==> src/hdl/two_link_inverse_kinematics_assert.svh <==
// ----------------------------------------------------------------------------
// Two-link inverse kinematics assertion macros
// Concurrent assertion wrappers used by the top-level RTL; empty in synthesis.
// ----------------------------------------------------------------------------
`ifndef TWO_LINK_INVERSE_KINEMATICS_ASSERT_SVH
`define TWO_LINK_INVERSE_KINEMATICS_ASSERT_SVH

`ifndef SYNTHESIS

`define TLIK_ASSERT_SAME(label, clk, rst_n, ante, cons) \
  label: assert property (@(posedge clk) disable iff (!rst_n) (ante) |-> (cons)) \
    else $error("same-cycle check failed");

`define TLIK_ASSERT_NEXT(label, clk, rst_n, ante, cons) \
  label: assert property (@(posedge clk) disable iff (!rst_n) (ante) |=> (cons)) \
    else $error("next-cycle check failed");

`else

`define TLIK_ASSERT_SAME(label, clk, rst_n, ante, cons)

`define TLIK_ASSERT_NEXT(label, clk, rst_n, ante, cons)

`endif

`endif

==> src/hdl/tlik_div.sv <==
// ----------------------------------------------------------------------------
// tlik_div
// Pipelined restoring divider giving floor(dividend * 2^(QB-1) / divisor).
// ----------------------------------------------------------------------------
module tlik_div #(
  parameter int  W      = 32,
  parameter int  QB     = 31,
  parameter type SIDE_T = logic
) (
  input  logic          clk,
  input  logic          rst_n,
  input  logic          en,
  input  logic          in_valid,
  input  logic [W-1:0]  dividend,
  input  logic [W-1:0]  divisor,
  input  SIDE_T         in_side,
  output logic          out_valid,
  output logic [QB-1:0] quotient,
  output SIDE_T         out_side
);
  logic          valid_r [QB];
  logic [W-1:0]  rem_r   [QB];
  logic [W-1:0]  den_r   [QB];
  logic [QB-1:0] quo_r   [QB];
  SIDE_T         side_r  [QB];

  for (genvar k = 0; k < QB; k++) begin : g_stage
    localparam int B = QB - 1 - k;
    logic          vin;
    logic [W:0]    rem_in;
    logic [W-1:0]  den_in;
    logic [QB-1:0] quo_in;
    SIDE_T         side_in;
    logic [W:0]    diff;

    // The first step compares the dividend itself; later ones shift in a zero.
    if (k == 0) begin : g_head
      assign vin     = in_valid;
      assign rem_in  = {1'b0, dividend};
      assign den_in  = divisor;
      assign quo_in  = '0;
      assign side_in = in_side;
    end else begin : g_body
      assign vin     = valid_r[k-1];
      assign rem_in  = {rem_r[k-1], 1'b0};
      assign den_in  = den_r[k-1];
      assign quo_in  = quo_r[k-1];
      assign side_in = side_r[k-1];
    end

    assign diff = rem_in - {1'b0, den_in};

    always_ff @(posedge clk) begin
      if (!rst_n) begin
        valid_r[k] <= 1'b0;
      end else if (en) begin
        valid_r[k] <= vin;
      end
    end

    always_ff @(posedge clk) begin
      if (en) begin
        side_r[k] <= side_in;
        den_r[k]  <= den_in;
        if (rem_in >= {1'b0, den_in}) begin
          rem_r[k] <= diff[W-1:0];
          quo_r[k] <= quo_in | (QB'(1) << B);
        end else begin
          rem_r[k] <= rem_in[W-1:0];
          quo_r[k] <= quo_in;
        end
      end
    end
  end

  assign out_valid = valid_r[QB-1];
  assign quotient  = quo_r[QB-1];
  assign out_side  = side_r[QB-1];

endmodule

==> config.mk <==
export PLATFORM = sky130hd
export DESIGN_NAME = tlik_div
export DESIGN_NICKNAME = d
export VERILOG_FILES = /design/src/hdl/two_link_inverse_kinematics_assert.svh /design/src/hdl/tlik_div.sv
export SDC_FILE = /design/constraint.sdc
export NUM_CORES = 2
export LEC_CHECK = 0
export BUFFER_PORTS_ARGS = -buffer_cell sky130_fd_sc_hd__buf_2
export CORE_ASPECT_RATIO = 1.25
export CORE_UTILIZATION = 60
export CTS_CLUSTER_SIZE = 25
export DETAILED_ROUTE_END_ITERATION = 8
export PLACE_DENSITY = 0.76
export REMOVE_ABC_BUFFERS = 1
export SLEW_MARGIN = 20
export SYNTH_ARGS = -nofsm -noshare
export SYNTH_HDL_FRONTEND = slang
export SYNTH_SLANG_ARGS = --single-unit
==> constraint.sdc <==
create_clock -name clk -period 10 [get_ports clk]
set_clock_uncertainty 0.1 [all_clocks]
set_input_delay 3 -clock clk [delete_from_list [all_inputs] [get_ports clk]]
set_output_delay 3 -clock clk [all_outputs]
set_load 0.005 [all_outputs]
==> impl_metrics.json <==
{
  "hold_viol_final": 0,
  "cts_num_sinks": 2478,
  "syn-cell-area_sq_mm": 0.137,
  "ys_ff_latch": 2478,
  "startpoint": "divisor[2]",
  "area_delta_synth_final_pct": 8.77,
  "synthDistinctLibCells": 101,
  "dr.first_iter.drc_count": 6370,
  "grt_setup_unrepaired": "false",
  "slew_headroom": 0.227,
  "ys.warnings.count": 0,
  "p_leak_nw": 61.0,
  "setup_viol": 0,
  "drive_gt1_frac": 0.0804,
  "gr-max-usage-layer": "met2",
  "utilization": 0.658,
  "grt_pass1_wl_mm": 503,
  "drtPass1Iterations": 7,
  "netSwitchingFraction": 0.371,
  "die_w_microns": 429,
  "use_met2": 0.530,
  "port_buffers": 101,
  "cts_setup_buffers": 0,
  "io_pins": 102,
  "seqPwrFrac": 0.360,
  "vdd_drop_max_mv": 0.198,
  "yosysTopAreaCellShare": 0.544,
  "via_count": 91500,
  "cts_tree": "built",
  "grt_pass1_vias": 92200,
  "antenna_found_initial": 6,
  "yosysTopAreaCell": "edfxtp_1",
  "p_per_area_mw_per_mm2": 317,
  "ys_async_sr_fraction": 0,
  "worst-path-max-fanout": 58,
  "numCtsBuffers": 247,
  "cp_slowest_cell": "o41ai_1",
  "max-cap-violations": 0,
  "yosysMostFrequentCell": "edfxtp_1",
  "die_y_microns": 536,
  "ant_nets": 0,
  "fin_nets": 13200,
  "routabilityCongestion": 0.960,
  "crit_cells": 15,
  "routed_wl_mm": 325,
  "synth_area_leaders": "edfxtp_1 (54%), ha_1 (9.1%), inv_1 (3.4%), a21oi_1 (3.4%), o21ai_0 (3.0%)",
  "cts-htree-levels": 4,
  "critPathArrivalTime_ps": 6980,
  "fmax_ghz": 0.156,
  "outcome": "completed",
  "clkPwrFrac": 0.200,
  "cts_resized": 0,
  "path_delay_family": "compound AO/OA/AOI/OAI gates",
  "grtUsageTotal": 0.280,
  "num_rows": 195,
  "rr_worst_depth": 14,
  "path_class": "in2reg",
  "worst_ep_required_time_ps": 10560,
  "p_sw_mw": 17.5,
  "path_buf_inv": 4,
  "power.internal_mw": 29.6,
  "ys_top_cells_by_count": "edfxtp_1 (2,476), inv_1 (1,242), ha_1 (991)",
  "ff2ff_setup_slack_ps": 4760,
  "worstHoldPathCells": 0,
  "initial_utilization": 0.604,
  "avgSynthCellArea_sq_um": 11.5,
  "path_cells": "buf_2, inv_1, ha_1, nor2b_1, o21ai_0, a21oi_1, o41ai_1, a31oi_1, a21o_1, a21oi_1, nand2_1, a31oi_4, buf_4, inv_1, mux2_2",
  "grt_max_degree": 187,
  "dp_hpwl_mm": 247,
  "cts_root_buffer": "clkbuf_16",
  "die-area_sq_mm": 0.230,
  "grt.met1_usage": 0.297,
  "cts_buffer_depth": 4,
  "crit_path_max_incr_delay_ps": 510,
  "crit_end": "rem_r[0][30]$_DFFE_PP_",
  "drt-vias-per-instance": 6.01,
  "synth-edff-count": 2476,
  "post-route-period-util": 0.642,
  "power_frac_comb": 0.440,
  "drc": 0,
  "worstSkewPairLatency_ps": 930,
  "critPathCaptureType": "register",
  "wl_per_cell_microns": 21.4,
  "period_needed_ps": 6420,
  "hold-worst-slack_ps": 287,
  "use_met3": 0.0308,
  "reg2reg_to": "rem_r[1][387]$_DFFE_PP_",
  "core_area_sq_mm": 0.226,
  "yosysSeqAreaShare": 0.544,
  "multi_input_area_sq_mm": 0.0567,
  "startpoint_type": "input pin",
  "reg2reg_from": "den_r[1][353]$_DFFE_PP_",
  "ys.flop_type": "edfxtp_1",
  "netlist_instances": 11900,
  "slew_violations": 0,
  "final.setup.tns_ps": 0,
  "hold_path_class": "reg2reg",
  "nFillCells": 16800,
  "cts_hold_buf": 0,
  "seq_area_sq_mm": 0.0744,
  "worst_pin_slew_ps": 1150,
  "clk_pin_slew_ps": 70,
  "grt_remaining_overflow": 0
}
sequential cells by signal, summed over array words and instances, names as in the netlist:
name,count
valid_r,31
den_r,960
side_r,31
rem_r,960
quo_r,496
how the worst min path moves through the flow:
stage                                          start                      end  slack, ps
after detailed placement      quo_r[0][92]$_DFFE_PP_  quo_r[0][123]$_DFFE_PP_        300
after CTS                    quo_r[1][140]$_DFFE_PP_  quo_r[1][171]$_DFFE_PP_        270
after global placement       quo_r[0][493]$_DFFE_PP_   quo_r[1][28]$_DFFE_PP_        300
after floorplan           quo_r[0][90]$_SDFFCE_PN1P_  quo_r[0][121]$_DFFE_PP_        300
final                        quo_r[1][140]$_DFFE_PP_  quo_r[1][171]$_DFFE_PP_        290
after global routing         quo_r[1][140]$_DFFE_PP_  quo_r[1][171]$_DFFE_PP_        280
layout by cell type (no fill, tap or decap), drive strengths merged, types with 95 or more instances in the layout:
cell	netlist	final
a21o	519	519
a21oi	926	926
a31oi	117	117
and3	118	118
buf	78	165
clkbuf	212	276
clkinv	0	118
edfxtp	2476	2476
ha	991	991
inv	1242	1252
mux2	336	336
nand2	828	828
nand2b	148	148
nand3	176	176
nand4	150	150
nor2	639	639
nor2b	140	140
nor3	103	103
o21a	151	151
o21ai	843	843
o21bai	95	95
xnor2	454	454
xor2	325	325
per-stage QoR:
step           instances  setup WS, ps  total power, mW  instance area (sq um)
6_report           15200          3580             47.1                 149000
3_3_place_gp       14800          2710             36.9                 140000
2_1_floorplan      11600          1990             31.9                 135000
3_5_place_dp       14800          2700             37.5                 141000
4_1_cts            15200          3670             47.1                 149000
5_1_grt            15200          3310             50.0                 149000
cells by family (layout without fill, tap and decap cells):
family	after synthesis	count (layout)	share of synthesized area
compound gates	3168	3168	0.145
other cells	0	2	0
mux	386	386	0.0324
fa+ha+maj	1021	1021	0.0951
buf+inv	1532	1863	0.0431
xor+xnor	779	779	0.0499
simple gates	2572	2572	0.0901
flops	2478	2478	0.544
power by group through the flow:
| stage | Sequential, mW | Combinational (mW) | Clock, mW |
|---|---|---|---|
| after CTS | 16.9 | 20.6 | 9.60 |
| after global placement | 17.1 | 19.8 | 0 |
| final | 16.9 | 20.7 | 9.43 |
| after global routing | 17.1 | 22.9 | 9.97 |
| after floorplan | 16.1 | 15.8 | 0 |
| after detailed placement | 17.1 | 20.4 | 0 |
layer usage:
layer,wire [microns],up-vias
li1,-,44000
met1,119000,44200
met2,172000,2392
met3,12400,876
met4,21700,8
met5,48,-
area by class of cell:
| cell class | count | area share |
|---|---|---|
| tap | 2955 | 0.0249 |
| antenna | 2 | 0.0000337 |
| inverter | 1242 | 0.0313 |
| sequential | 2478 | 0.500 |
| clock buffer | 276 | 0.0426 |
| clock inverter | 180 | 0.0125 |
| timing repair buffer | 165 | 0.00736 |
| multi-input combinational | 7926 | 0.381 |
(Power assumes the default switching activity.)
