`config.mk`:
```
export PLATFORM = sky130hd
export DESIGN_NAME = tlik_cordic
export DESIGN_NICKNAME = d
export VERILOG_FILES = /design/src/hdl/two_link_inverse_kinematics_assert.svh /design/src/hdl/tlik_pkg.sv /design/src/hdl/tlik_cordic.sv
export SDC_FILE = /design/constraint.sdc
export NUM_CORES = 2
export LEC_CHECK = 0
export ABC_AREA = 0
export BUFFER_PORTS_ARGS = -buffer_cell sky130_fd_sc_hd__clkbuf_2
export CAP_MARGIN = 20
export CORE_MARGIN = 2
export CORE_UTILIZATION = 65
export DETAILED_ROUTE_END_ITERATION = 7
export GPL_ROUTABILITY_DRIVEN = 0
export PLACE_DENSITY = 0.88
export SLEW_MARGIN = 20
export SYNTH_ARGS = -nofsm -noshare
export SYNTH_HDL_FRONTEND = slang
export SYNTH_SLANG_ARGS = --single-unit
export TNS_END_PERCENT = 1
```
`constraint.sdc`:
```
create_clock -name clk -period 14.4 [get_ports clk]
set_clock_uncertainty 0.05 [all_clocks]
set_input_delay 0 -clock clk [delete_from_list [all_inputs] [get_ports clk]]
set_output_delay 0 -clock clk [all_outputs]
set_load 0.005 [all_outputs]
```
`src/hdl/two_link_inverse_kinematics_assert.svh`:
```
// ----------------------------------------------------------------------------
// Two-link inverse kinematics assertion macros
// Concurrent assertion wrappers used by the top-level RTL; empty in synthesis.
// ----------------------------------------------------------------------------
`ifndef TWO_LINK_INVERSE_KINEMATICS_ASSERT_SVH
`define TWO_LINK_INVERSE_KINEMATICS_ASSERT_SVH

`ifndef SYNTHESIS

`define TLIK_ASSERT_SAME(label, clk, rst_n, ante, cons) \
  label: assert property (@(posedge clk) disable iff (!rst_n) (ante) |-> (cons)) \
    else $error("same-cycle check failed");

`define TLIK_ASSERT_NEXT(label, clk, rst_n, ante, cons) \
  label: assert property (@(posedge clk) disable iff (!rst_n) (ante) |=> (cons)) \
    else $error("next-cycle check failed");

`else

`define TLIK_ASSERT_SAME(label, clk, rst_n, ante, cons)

`define TLIK_ASSERT_NEXT(label, clk, rst_n, ante, cons)

`endif

`endif

```
`src/hdl/tlik_pkg.sv`:
```
// ----------------------------------------------------------------------------
// tlik_pkg
// Types, fixed-point constants and helpers of the two-link IK pipeline.
// ----------------------------------------------------------------------------
package tlik_pkg;

  localparam int ANG_W = 32;   // angles in degrees, 16 fraction bits
  localparam int MAG_W = 32;   // magnitudes of law-of-cosines terms
  localparam int QB    = 31;   // arccos argument magnitude, Q1.30
  localparam int CW    = 33;   // CORDIC vector width
  localparam int RAD_W = 62;   // radicand of sqrt(1 - t^2)

  localparam logic signed [ANG_W-1:0] DEG90  = 32'sd5898240;
  localparam logic signed [ANG_W-1:0] DEG180 = 32'sd11796480;
  localparam logic signed [ANG_W-1:0] DEG360 = 32'sd23592960;
  localparam logic [QB-1:0]           Q30_ONE = QB'(1) << 30;
  localparam logic [RAD_W-1:0]        Q60_ONE = RAD_W'(1) << 60;

  // atan(2^-i) in degrees with 16 fraction bits.
  localparam int ATAN_TAB [32] = '{
    2949120, 1740967, 919879, 466945, 234379, 117304, 58666, 29335,
    14668, 7334, 3667, 1833, 917, 458, 229, 115,
    57, 29, 14, 7, 4, 2, 1, 0,
    0, 0, 0, 0, 0, 0, 0, 0
  };

  typedef enum logic [1:0] {
    CFG_LOWER_LEN = 2'd0,
    CFG_UPPER_LEN = 2'd1,
    CFG_ANG_MIN   = 2'd2,
    CFG_ANG_MAX   = 2'd3
  } cfg_idx_t;

  typedef struct packed {
    logic signed [15:0] goal_x;
    logic signed [15:0] goal_y;
  } in_beat_t;

  typedef struct packed {
    logic signed [15:0] lower_angle;
    logic signed [15:0] upper_angle;
    logic               unreachable;
    logic               lower_clamped;
  } out_beat_t;

  // Per-lane control that travels with each arccos lane.
  typedef struct packed {
    logic xneg;
    logic yneg;
    logic neg;
    logic sat;
  } lane_ctl_t;

  typedef struct packed {
    logic signed [15:0] x;
    logic [30:0]        xx;
    logic [31:0]        z2;
    logic               yneg;
  } root_side_t;

  typedef struct packed {
    lane_ctl_t   ctl;
    logic [QB-1:0] t;
  } acos_side_t;

  // One step of a truncating remainder by 360 degrees.
  function automatic logic signed [ANG_W-1:0] mod360_step(input logic signed [ANG_W-1:0] v);
    logic signed [ANG_W-1:0] res;
    if (v >= DEG360) begin
      res = v - DEG360;
    end else if (v <= -DEG360) begin
      res = v + DEG360;
    end else begin
      res = v;
    end
    return res;
  endfunction

endpackage

```
`src/hdl/tlik_cordic.sv`:
```
// ----------------------------------------------------------------------------
// tlik_cordic
// Pipelined vectoring CORDIC accumulating the rotation angle in degrees.
// ----------------------------------------------------------------------------
module tlik_cordic
  import tlik_pkg::*;
#(
  parameter int  STEPS  = 16,
  parameter type SIDE_T = logic
) (
  input  logic                    clk,
  input  logic                    rst_n,
  input  logic                    en,
  input  logic                    in_valid,
  input  logic signed [CW-1:0]    cx,
  input  logic signed [CW-1:0]    cy,
  input  SIDE_T                   in_side,
  output logic                    out_valid,
  output logic signed [ANG_W-1:0] ang,
  output SIDE_T                   out_side
);
  logic                    valid_r [STEPS];
  logic signed [CW-1:0]    cx_r    [STEPS];
  logic signed [CW-1:0]    cy_r    [STEPS];
  logic signed [ANG_W-1:0] ang_r   [STEPS];
  SIDE_T                   side_r  [STEPS];

  for (genvar i = 0; i < STEPS; i++) begin : g_step
    localparam logic signed [ANG_W-1:0] ATAN_I = ANG_W'(ATAN_TAB[i]);
    logic                    vin;
    logic signed [CW-1:0]    cx_in;
    logic signed [CW-1:0]    cy_in;
    logic signed [ANG_W-1:0] ang_in;
    SIDE_T                   side_in;

    if (i == 0) begin : g_head
      assign vin     = in_valid;
      assign cx_in   = cx;
      assign cy_in   = cy;
      assign ang_in  = '0;
      assign side_in = in_side;
    end else begin : g_body
      assign vin     = valid_r[i-1];
      assign cx_in   = cx_r[i-1];
      assign cy_in   = cy_r[i-1];
      assign ang_in  = ang_r[i-1];
      assign side_in = side_r[i-1];
    end

    always_ff @(posedge clk) begin
      if (!rst_n) begin
        valid_r[i] <= 1'b0;
      end else if (en) begin
        valid_r[i] <= vin;
      end
    end

    // Rotate toward the x axis; the sign of y picks the direction.
    always_ff @(posedge clk) begin
      if (en) begin
        side_r[i] <= side_in;
        if (cy_in > 0) begin
          cx_r[i]  <= cx_in + (cy_in >>> i);
          cy_r[i]  <= cy_in - (cx_in >>> i);
          ang_r[i] <= ang_in + ATAN_I;
        end else begin
          cx_r[i]  <= cx_in - (cy_in >>> i);
          cy_r[i]  <= cy_in + (cx_in >>> i);
          ang_r[i] <= ang_in - ATAN_I;
        end
      end
    end
  end

  assign out_valid = valid_r[STEPS-1];
  assign ang       = ang_r[STEPS-1];
  assign out_side  = side_r[STEPS-1];

endmodule

```
==> implementation parameters <==
Parameter                              Value

Global routing
  Largest net degree at the start of global routing ... roughly 200
  Total routing usage reported by global routing ... 0.319
  Number of global-route vias before repair ... between 100k and 150k
  Number of antenna violations at the first check in global routing ... 4
  GR Overflow Total ... 0
  Global-route wire length before repair ... between 500000 and 600000 um

Routing
  Final routed DRC violation total ... 0
  Drt via density ... around 6.6
  Antenna-violating nets left ... 0
  Via total after detailed routing ... between 100k and 150k
  Wire length after detailed routing ... around 320000 um
  DRT iter0 DRCs ... around 12k
  DR WL/cell ... 20.1 um
  Drt first pass iters ... 8

Hold path
  Min-delay worst type ... primary input to flip-flop
  Hold EP ... cx_r[0][25]
  Hold depth ... 6
  Launch point of the worst hold path ... cx[24]

Timing
  Shortest clock period the worst path allows after layout ... 8.44 ns
  Share of the clock period used by the worst path after layout ... 0.586
  Worst slack on hold paths ... between 0.06 and 0.07 ns
  Fmax ... ~0.12 GHz
  Number of slew-limit violations in the final report ... 0
  Setup-violating endpoint count in the final report ... 0
  Remaining max-slew budget at the tightest pin ... 0.145
  Setup TNS after final layout ... 0 ns
  Final hold violation count ... 0
  Unrepaired setup endpoints after global routing ... false
  Minimum setup slack in the final design ... between 5 and 6 ns
  Slew @ Worst Pin ... about 1.3 ns

Critical path
  CP max-delay cell ... sky130_fd_sc_hd__nor4_1
  Crit path arrival time ... 8.94 ns
  Worst path bufs/invs ... 3
  Endpoint type of the worst setup path ... flip-flop
  FF-to-FF path depth ... 25
  CP max FO ... 57
  Crit path top cell by count ... sky130_fd_sc_hd__o21ai_0
  Critical register-to-register path endpoint ... cy_r[0][129]
  Cell class contributing the biggest share of worst-path delay ... simple AND/OR/NAND/NOR gates
  Startpoint kind of the worst setup timing path ... flip-flop
  Startpoint of the lowest-slack register-to-register path ... cy_r[0][79]
  Required time reported for the critical path endpoint ... approximately 15 ns
  Flop2flop setup slack ... 5.96 ns
  Category of the most critical setup path ... flip-flop to flip-flop
  Delay contributed by the slowest stage of the critical path ... 0.77 ns

Clock tree
  Count of instances resized after the clock tree is built ... 0
  Post-CTS Setup Bufs ... 0
  CTS tree ... built
  Clk buf depth ... 3
  Clock sink count ... ~1.4k
  Number of H-tree levels ... 4
  Insertion delay to the later sink of the worst-skew pair ... ~0.84 ns
  Clock Pin Slew Worst Setup and Hold Paths ... ~0.07 ns
  Number of buffers inserted by hold repair at cts ... around 130
  Cts bufs inserted ... between 150 and 200
  CTS Root Cell ... sky130_fd_sc_hd__clkbuf_16

Floorplanning
  Number of core rows ... between 150 and 200
  Initial Util ... 0.653
  Top Ports ... roughly 110
  Floorplan die height ... roughly 440 um
  X dimension of the die ... 444 um
  Core ar. ... 0.192 sq mm
  Area of the die ... 0.197 sq mm

Synth
  Most frequently used cell type in the post-synthesis netlist ... sky130_fd_sc_hd__edfxtp_1
  Top area cells in the synthesized netlist ... sky130_fd_sc_hd__edfxtp_1 (34%), sky130_fd_sc_hd__ha_1 (14%), sky130_fd_sc_hd__xnor2_1 (8.3%)
  Instance count of the mapped netlist ... between 10k and 15k
  Cell area after synthesis ... around 0.13 sq mm
  Synth async-reset ratio ... 0
  Post-synth top flop ... sky130_fd_sc_hd__edfxtp_1
  Number of distinct library cell variants in the gate-level netlist after synthesis ... 88
  Area share of the largest cell type after synthesis ... 0.340
  Syn_nets ... around 15k
  Post-Synthesis Mean Instance Area ... 9.39 sq um
  EDFF count, synth ... 1425
  Commonest cells in the netlist ... sky130_fd_sc_hd__edfxtp_1 (1425), sky130_fd_sc_hd__ha_1 (1399), sky130_fd_sc_hd__a21oi_1 (1207)
  Synth area leader ... sky130_fd_sc_hd__edfxtp_1
  Count of state elements after synthesis ... 1426
  Post-synthesis sequential area ratio ... 0.341
  Number of warnings issued by yosys ... 0

Placed design
  Buffers added on ports ... slightly above 100
  Inst Count DP ... roughly 16k
  Minimum setup slack after placement ... about 6.3 ns
  Half-perimeter wire length after placement ... about 240000 um

Cells and area
  Final #Nets ... approximately 15k
  Synth-to-layout area growth ... 7.55%
  Share of final-layout standard cells stronger than drive strength 1 ... 0.0430
  Post-Layout Cell Count ... roughly 16k
  Footprint of the flip-flops and latches ... around 0.043 sq mm
  Area of combinational cells with multiple inputs ... around 0.08 sq mm
  Count of filler cells inserted in the layout ... 13.5k

Status
  Run status ... finished, final reports clean

Job
  Number of max-cap violations ... 0
-- layout by cell type, fill, tap and decap left out, types with 51 or more instances in the layout --
cell type                       count
sky130_fd_sc_hd__a211oi_1          95
sky130_fd_sc_hd__a21boi_0          57
sky130_fd_sc_hd__a21o_1           678
sky130_fd_sc_hd__a21oi_1         1206
sky130_fd_sc_hd__a31oi_1          140
sky130_fd_sc_hd__and2_1            51
sky130_fd_sc_hd__and3_1           141
sky130_fd_sc_hd__buf_4             53
sky130_fd_sc_hd__clkbuf_16        159
sky130_fd_sc_hd__clkbuf_2         102
sky130_fd_sc_hd__dlygate4sd3_1    126
sky130_fd_sc_hd__edfxtp_1        1425
sky130_fd_sc_hd__ha_1            1399
sky130_fd_sc_hd__inv_1            615
sky130_fd_sc_hd__nand2_1          766
sky130_fd_sc_hd__nand2b_1         214
sky130_fd_sc_hd__nand3_1          247
sky130_fd_sc_hd__nand4_1          107
sky130_fd_sc_hd__nor2_1           962
sky130_fd_sc_hd__nor2b_1          216
sky130_fd_sc_hd__nor3_1           298
sky130_fd_sc_hd__nor4_1           128
sky130_fd_sc_hd__o211ai_1          69
sky130_fd_sc_hd__o21a_1           205
sky130_fd_sc_hd__o21ai_0          818
sky130_fd_sc_hd__o21bai_1         167
sky130_fd_sc_hd__o31ai_1          206
sky130_fd_sc_hd__o41ai_1           99
sky130_fd_sc_hd__or2_2             69
sky130_fd_sc_hd__or3_1            118
sky130_fd_sc_hd__or4_1             64
sky130_fd_sc_hd__xnor2_1         1197
sky130_fd_sc_hd__xor2_1           626
-- worst max path at each step --
stage,from,endpoint,slack [ns],depth (start not counted)
finish,cy_r[0][79],cy_r[0][129],5.96,25
global route,cy_r[0][76],cx_r[0][128],5.40,25
CTS,cy_r[0][79],cx_r[0][128],6.21,25
detailed placement,cy_r[0][41],cx_r[0][98],6.34,25
global placement,cy_r[0][42],cx_r[0][98],6.40,25
floorplan,cy_r[0][78],cx_r[0][128],7.13,24
-- tightest hold or removal path, delay by kind of cell --
| kind | cells | cell delay [ns] |
|---|---|---|
| buffers and inverters | 1 | 0.11 |
| adders and majority gates | 1 | 0.20 |
| AOI/OAI and AO/OA | 3 | 0.39 |
| xor gates and xnor gates | 1 | 0.13 |
-- registers in the layout, indices dropped and copies added, names as in the netlist --
name,cells
side_r,16
cy_r,494
cx_r,448
valid_r,16
ang_r,452
-- per-layer routing --
layer	up-vias	track usage	share of wire
met5	-	0	0.000046
met4	2	0.136	0.047
met3	1120	0.0498	0.090
met2	5406	0.528	0.47
met1	49900	0.415	0.40
li1	50100	-	-
-- kinds of logic after synthesis --
kind of cell	after synthesis	share of synthesized area
AO/OA/AOI/OAI	4193	0.215
XOR/XNOR	1823	0.127
multiplexers	65	0.00543
flip-flops	1426	0.341
other	1	0.0000298
AND/OR/NAND/NOR	3485	0.136
adder cells (fa/ha/maj)	1444	0.146
buffers and inverters	950	0.0296
-- stage by stage --
stage	cell area, sq um	util
global placement	129000	0.668
detailed placement	129000	0.668
floorplan	126000	-
finish	135000	0.703
CTS	135000	0.703
global route	135000	0.703
-- layout make-up --
type / count / area share
clock buffer: 182 / 0.0301
clock inverter: 108 / 0.00936
multi-input combinational: 11000 / 0.586
sequential: 1426 / 0.317
tap: 2526 / 0.0234
antenna: 2 / 0.0000370
inverter: 629 / 0.0175
timing repair buffer: 285 / 0.0165
Power is left out: the tool's default activity adds up to more than one toggle a clock period on the data nets, which glitch-free logic cannot reach.
