`src/hdl/two_link_inverse_kinematics_assert.svh`:
```
// ----------------------------------------------------------------------------
// Two-link inverse kinematics assertion macros
// Concurrent assertion wrappers used by the top-level RTL; empty in synthesis.
// ----------------------------------------------------------------------------
`ifndef TWO_LINK_INVERSE_KINEMATICS_ASSERT_SVH
`define TWO_LINK_INVERSE_KINEMATICS_ASSERT_SVH

`ifndef SYNTHESIS

`define TLIK_ASSERT_SAME(label, clk, rst_n, ante, cons) \
  label: assert property (@(posedge clk) disable iff (!rst_n) (ante) |-> (cons)) \
    else $error("same-cycle check failed");

`define TLIK_ASSERT_NEXT(label, clk, rst_n, ante, cons) \
  label: assert property (@(posedge clk) disable iff (!rst_n) (ante) |=> (cons)) \
    else $error("next-cycle check failed");

`else

`define TLIK_ASSERT_SAME(label, clk, rst_n, ante, cons)

`define TLIK_ASSERT_NEXT(label, clk, rst_n, ante, cons)

`endif

`endif

```
`src/hdl/tlik_isqrt.sv`:
```
// ----------------------------------------------------------------------------
// tlik_isqrt
// Pipelined floor square root, one root bit per register stage.
// ----------------------------------------------------------------------------
module tlik_isqrt #(
  parameter int  IN_W   = 32,
  parameter type SIDE_T = logic
) (
  input  logic              clk,
  input  logic              rst_n,
  input  logic              en,
  input  logic              in_valid,
  input  logic [IN_W-1:0]   radicand,
  input  SIDE_T             in_side,
  output logic              out_valid,
  output logic [IN_W/2-1:0] root,
  output SIDE_T             out_side
);
  localparam int N = IN_W / 2;

  logic            valid_r [N];
  logic [IN_W-1:0] rem_r   [N];
  logic [N-1:0]    root_r  [N];
  SIDE_T           side_r  [N];

  for (genvar k = 0; k < N; k++) begin : g_stage
    localparam int B = N - 1 - k;
    logic            vin;
    logic [IN_W-1:0] rem_in;
    logic [IN_W-1:0] trial;
    logic [N-1:0]    root_in;
    SIDE_T           side_in;

    if (k == 0) begin : g_head
      assign vin     = in_valid;
      assign rem_in  = radicand;
      assign root_in = '0;
      assign side_in = in_side;
    end else begin : g_body
      assign vin     = valid_r[k-1];
      assign rem_in  = rem_r[k-1];
      assign root_in = root_r[k-1];
      assign side_in = side_r[k-1];
    end

    assign trial = (IN_W'(root_in) << (B + 1)) | (IN_W'(1) << (2 * B));

    always_ff @(posedge clk) begin
      if (!rst_n) begin
        valid_r[k] <= 1'b0;
      end else if (en) begin
        valid_r[k] <= vin;
      end
    end

    always_ff @(posedge clk) begin
      if (en) begin
        side_r[k] <= side_in;
        if (rem_in >= trial) begin
          rem_r[k]  <= rem_in - trial;
          root_r[k] <= root_in | (N'(1) << B);
        end else begin
          rem_r[k]  <= rem_in;
          root_r[k] <= root_in;
        end
      end
    end
  end

  assign out_valid = valid_r[N-1];
  assign root      = root_r[N-1];
  assign out_side  = side_r[N-1];

endmodule

```
`config.mk`:
```
export PLATFORM = sky130hd
export DESIGN_NAME = tlik_isqrt
export DESIGN_NICKNAME = d
export VERILOG_FILES = /design/src/hdl/two_link_inverse_kinematics_assert.svh /design/src/hdl/tlik_isqrt.sv
export SDC_FILE = /design/constraint.sdc
export NUM_CORES = 1
export LEC_CHECK = 0
export BUFFER_PORTS_ARGS = -buffer_cell sky130_fd_sc_hd__buf_2
export CAP_MARGIN = 20
export CORE_MARGIN = 2
export CORE_UTILIZATION = 40
export DETAILED_ROUTE_END_ITERATION = 16
export MAX_ROUTING_LAYER = met4
export PLACE_DENSITY = 0.55
export SYNTH_ARGS = -nofsm -noshare
export SYNTH_HDL_FRONTEND = slang
export SYNTH_SLANG_ARGS = --single-unit
```
`constraint.sdc`:
```
create_clock -name clk -period 3.4 [get_ports clk]
set_clock_uncertainty 0.1 [all_clocks]
set_input_delay 0.51 -clock clk [delete_from_list [all_inputs] [get_ports clk]]
set_output_delay 0.51 -clock clk [all_outputs]
set_load 0.02 [all_outputs]
```
==> flow_metrics.tcl, run 1 <==
set metrics [dict create \
    ioPinCount 55 \
    cts.sinks 648 \
    grt_pass1_wl_um 100900 \
    hp-class "in2reg" \
    layout-drive-gt1-share 0.09921 \
    cp.arrival_ns 3.45 \
    cts_tree "done" \
    vias 18390 \
    synth_common_cells "edfxtp_1 (647), inv_1 (189), ha_1 (150)" \
    required_ns 3.65 \
    first_pass_iters 5 \
    grt_pass1_vias 18890 \
    clk_latency_ns 0.63 \
    cts_buffer_depth 3 \
    fin_util 0.4648 \
    syn_area_per_cell_um2 13.06 \
    ys_seq_area_frac 0.6451 \
    fp-row-count 100 \
    area_delta_synth_final_pct 14.96 \
    portBuffers 54 \
    cts_root_buffer "clkbuf_16" \
    fmax_mhz 312.5 \
    ant_nets 0 \
    cts_buffers 73 \
    grt_util_all_layers 0.1708 \
    cts_max_level 3 \
    dp.cells 3339 \
    synth-edff-count 647 \
    hold_viol 0 \
    setup_viol 0 \
    period_minus_slack_ns 3.200 \
    slew_headroom 0.3490 \
    setup_tns_ns 0 \
    synth.ff_latch_count 648 \
    die_w_um 278.5 \
    drv_slew 0 \
    async_reset_ff_frac 0 \
    die_h_um 278.5 \
    synth_top_flop_cell "edfxtp_1" \
    wl_per_cell_um 18.13 \
    cp_max_fo 5 \
    yosysMostFrequentCell "edfxtp_1" \
    status "completed" \
    placed_area_um2 31930 \
    p_per_area_nw_per_um2 616.3 \
    fp.dieArea_um2 77590 \
    synth.distinct_cells 68 \
    fill_cells 6614 \
    netlist_area_um2 30150 \
    core_area_um2 74570 \
    synth_top_area_cell "edfxtp_1" \
    tightest_slew_ns 0.9765 \
    postLayoutCellArea_um2 34660 \
    critPathLaunchType "flip-flop" \
    drc 0 \
    grt_max_degree 151 \
    final_nets 2663 \
    rsz0062_at_grt "false" \
    drt-total-wl_um 63450 \
    leakage_uw 0.01312 \
    yosysTopAreaCellShare 0.6444 \
    ir_drop_mv 0.4237 \
    stdcell_count 3499 \
    clk_pin_slew_ns 0.06 \
    synth_nets 2495 \
    synth_area_leaders "edfxtp_1 (64%), ha_1 (6.2%), xnor2_1 (2.9%), xor2_1 (2.8%), inv_1 (2.4%)" \
    n_antenna_cell 0 \
    period_share 0.9411 \
    dpl.hpwl_um 45800 \
    synth.yosys.warnings 0 \
    viasPerCell 5.256 \
    drt_iter0_drc 1231 \
    drv_cap 0 \
    cp-end-kind "flip-flop" \
    grt_antenna_before_repair 0 \
    syn_inst 2308 \
    path_class "reg2reg" \
    routabilityCongestion 0.8827 \
    start_util 0.4043 \
    grt_overflow 0 \
]
[registers in the layout, summed over array words and instances, names as in the netlist]
| register | cells |
|---|---|
| rem_r | 480 |
| root_r | 136 |
| side_r | 16 |
| valid_r | 16 |
[power by group]
group	total, µW	switching, µW	internal, µW
Clock	7810	3250	4550
Combinational	3040	1720	1320
Sequential	10500	606	9910
Total	21400	5570	15800
[metal layers]
| layer | GRT usage | wire, µm | vias to the layer above |
|---|---|---|---|
| met1 | 0.1812 | 24320 | 8974 |
| met2 | 0.3204 | 34870 | 353 |
| met4 | 0.06162 | 1869 | 0 |
| met5 | - | 0 | - |
| met3 | 0.02569 | 2389 | 106 |
| li1 | - | - | 8956 |
[placed cells by master (no fill, tap or decap), drive strengths merged, types with 22 or more instances in the layout]
master and instances:
o21ai 119, xor2 96, dlygate4sd3 31, buf 113, a21o 38, xnor2 99, edfxtp 647, ha 150
a21oi 95, nand4 27, or3 22, nand2 150, clkbuf 92, nand3 30, inv 191, o21a 28
nor2b 30, nor3 64, nand2b 32, nor2 121, clkinv 26, nor4 75
[path summary, 6_finish.rpt]
kind | slack (ns) | cells past startpoint | start | endpoint
setup reg to reg | 0.20 | 10 | rem_r[1][169]$_DFFE_PP_ | rem_r[1][219]$_DFFE_PP_
hold reg to reg | 0.32 | 0 | side_r[0][3]$_DFFE_PP_ | side_r[0][4]$_DFFE_PP_
hold / removal | 0.13 | 3 | radicand[31] | rem_r[0][31]$_DFFE_PP_
setup / recovery | 0.20 | 10 | rem_r[1][169]$_DFFE_PP_ | rem_r[1][219]$_DFFE_PP_
[cell type report]
cell class	count	area, µm²	share of cell area
Clock buffer	92	1898	0.05476
Clock inverter	37	493.0	0.01422
Inverter	189	709.4	0.02047
Multi-Input combinational cell	1420	9827	0.2835
Sequential cell	648	19450	0.5611
Tap cell	969	1212	0.03498
Timing Repair Buffer	144	1071	0.03090
[cell families after synthesis]
group / count (synthesis) / synth area share
muxes: 20 / 0.007221
buffers and inverters: 240 / 0.03038
DFF: 648 / 0.6451
xor gates and xnor gates: 195 / 0.05665
adders and majority gates: 150 / 0.06225
AOI/OAI and AO/OA: 391 / 0.08084
and+or+nand+nor: 664 / 0.1176
[stage by stage]
step	hold WS [ns]	setup slack, ns	power [µW]
global route	0.1468	0.006726	22400
floorplan	0.3003	0.2427	12670
global placement	0.3040	0.2018	13620
finish	0.1348	0.2003	21360
CTS	0.1189	0.07388	21600
detailed placement	0.3065	0.1005	13670
[repair_timing]
item                       in CTS  in global routing
setup buffers                   0                  0
resized for setup               0                  4
setup endpoints to repair       0                  6
hold buffers                   31                  0
hold endpoints to repair       31                  0
[critical path, stage by stage (launching register included)]
cell	delay (ns)
edfxtp_1	0.39
ha_1	0.36
and2_1	0.19
or3_1	0.33
a21oi_1	0.22
buf_4	0.17
a31o_2	0.20
o21bai_1	0.13
or4_1	0.49
nor4_2	0.23
xor2_1	0.11
Power figures use the tool's default switching activity.
==> run 2: changes to the inputs <==
--- a/config.mk
+++ b/config.mk
@@ -8,10 +8,10 @@
 export BUFFER_PORTS_ARGS = -buffer_cell sky130_fd_sc_hd__buf_2
 export CAP_MARGIN = 20
 export CORE_MARGIN = 2
-export CORE_UTILIZATION = 40
+export CORE_UTILIZATION = 45
 export DETAILED_ROUTE_END_ITERATION = 16
 export MAX_ROUTING_LAYER = met4
-export PLACE_DENSITY = 0.55
+export PLACE_DENSITY = 0.61
 export SYNTH_ARGS = -nofsm -noshare
 export SYNTH_HDL_FRONTEND = slang
 export SYNTH_SLANG_ARGS = --single-unit
==> run 2 against run 1 <==
Flip-flop and latch count is the same. Clock power down 5.5%. Register-to-register slack worse by 0.04 ns. Routed wire length decreased by 5.3%. Non-clock buffer count rose by 9. First-iteration DRC count fell by 29%. Largest cell class unchanged. Largest power group unchanged.
==> flow_metrics.tcl, run 2 (synthesis gave the netlist of run 1 again) <==
set metrics [dict create \
    status "completed" \
    final_common_cell "edfxtp_1" \
    hp-class "in2reg" \
    first_pass_iters 5 \
    drv_cap 0 \
    slew_headroom 0.3141 \
    portBuffers 54 \
    grt_max_degree 102 \
    required_ns 3.66 \
    startpoint "root_r[1][71]$_DFFE_PP_" \
    r2r_slack_ns 0.16 \
    layout_common_cells "edfxtp_1 (647), inv_1 (189), ha_1 (150)" \
    fp.dieArea_um2 69090 \
    fill_cells 5518 \
    cts_root_buffer "clkbuf_16" \
    rsz0062_at_grt "false" \
    grt_antenna_before_repair 0 \
    power.switching_uw 5410 \
    p_clk_frac 0.353 \
    viasPerCell 5.335 \
    clk_pin_slew_ns 0.06 \
    drc 0 \
    grt_overflow 0 \
    setup_viol 0 \
    r2r-start "root_r[1][71]$_DFFE_PP_" \
    routabilityCongestion 0.9586 \
    slowest_stage "or3_1" \
    setup_tns_ns 0 \
    top_register "rem_r" \
    worstHoldStart "in_valid" \
    tightest_slew_ns 1.029 \
    fin_ws_ns 0.1578 \
    grt_pass1_vias 19300 \
    drv_slew 0 \
    grt_pass1_wl_um 96760 \
    start_util 0.4561 \
    period_share 0.9536 \
    core_area_um2 66100 \
    p_int_uw 15490 \
    p_sw_frac 0.2589 \
    fp-row-count 94 \
    final_nets 2670 \
    dpl_worst_slack_ns 0.07707 \
    die_w_um 262.8 \
    ir_drop_mv 0.4481 \
    rr_endpoint "rem_r[1][189]$_DFFE_PP_" \
    drt-total-wl_um 60100 \
    wl_per_cell_um 17.67 \
    die_h_um 262.8 \
    rr_worst_depth 10 \
    crit_chain "inv_1 > ha_1 > nand3_1 > nor2_1 > a21oi_1 > o211a_1 > nand2b_1 > or3_1 > nor4_1 > xor2_1" \
    grt_util_all_layers 0.1812 \
    cpLargestDelayFamily "simple AND/OR/NAND/NOR gates" \
    cp.depth 10 \
    pwr-share-comb 0.147 \
    cp.arrival_ns 3.50 \
    critPathLaunchType "flip-flop" \
    whs_path_depth 2 \
    drt_iter0_drc 870 \
    endpoint "rem_r[1][189]$_DFFE_PP_" \
    path_class "reg2reg" \
    cts_tree "done" \
    layout-drive-gt1-share 0.1028 \
    cp-end-kind "flip-flop" \
    period_minus_slack_ns 3.242 \
    critPathMaxStageDelay_ns 0.40 \
    area_delta_synth_final_pct 14.51 \
    leakage_uw 0.01313 \
    power_frac_seq 0.500 \
    p_per_area_nw_per_um2 605.3 \
    whs_ns 0.1066 \
    ant_nets 0 \
    hold_viol 0 \
    vias 18150 \
    largest_register_ffs 480 \
    ioPinCount 55 \
    n_antenna_cell 0 \
    clk_latency_ns 0.64 \
    cts_buffer_depth 3 \
    cts_buffers 71 \
    cp_max_fo 6 \
    critPathBufInv 1 \
    cts.sinks 648 \
    fmax_mhz 308.4 \
    top_regs "rem_r: 480 flops, root_r: 136 flops" \
    cts_max_level 3 \
    dpl.hpwl_um 43910 \
]
==> run 2: worst register-to-register path: stages (launching register included) <==
cell	delay [ns]
edfxtp_1	0.39
inv_1	0.06
ha_1	0.38
nand3_1	0.18
nor2_1	0.36
a21oi_1	0.23
o211a_1	0.30
nand2b_1	0.17
or3_1	0.40
nor4_1	0.30
xor2_1	0.11
==> run 2: cell type report <==
cell class	count	area, µm²	share of cell area
sequential	648	19450	0.5633
multi-input combinational	1420	9856	0.2855
clock buffer	85	1851	0.05360
timing repair buffer	153	1176	0.03407
tap	864	1081	0.03131
inverter	189	709.4	0.02055
clock inverter	43	404.1	0.01171
==> run 2: power by group through the flow <==
stage                     clock (µW)  combinational [µW]  sequential [µW]
after floorplan                    0                2230            10400
after global placement             0                2970            10600
after detailed placement           0                3020            10600
after CTS                       7610                3070            10500
after global routing            7920                3440            10500
final                           7380                3070            10400
==> run 2: timing repair <==
item / in CTS / in global routing
hold buffers: 31 / 0
setup endpoints to repair: 0 / 13
resized for setup: 0 / 8
hold endpoints to repair: 31 / 0
setup buffers: 0 / 0
==> run 2: stage by stage <==
stage	util	instance area (µm²)	instances	total power [µW]
after floorplan	-	30150	2308	12670
after global placement	0.4827	31910	3243	13560
after detailed placement	0.4827	31910	3243	13640
after CTS	0.5215	34470	3402	21130
after global routing	0.5223	34530	3402	21900
final	0.5223	34530	3402	20900
==> run 2: worst min-delay path by stage <==
stage | end
CTS | valid_r[0][0]$_DFFE_PP_
global placement | side_r[1][3]$_DFFE_PP_
global route | valid_r[0][0]$_DFFE_PP_
floorplan | side_r[0][1]$_DFFE_PP_
finish | valid_r[0][0]$_DFFE_PP_
detailed placement | side_r[0][4]$_DFFE_PP_
==> run 2: routing by layer <==
layer,track usage,share of wire,up-vias
met5,-,0,-
met2,0.3572,0.57,330
met3,0.02567,0.031,163
met1,0.1639,0.34,8687
met4,0.1013,0.054,0
li1,-,-,8969
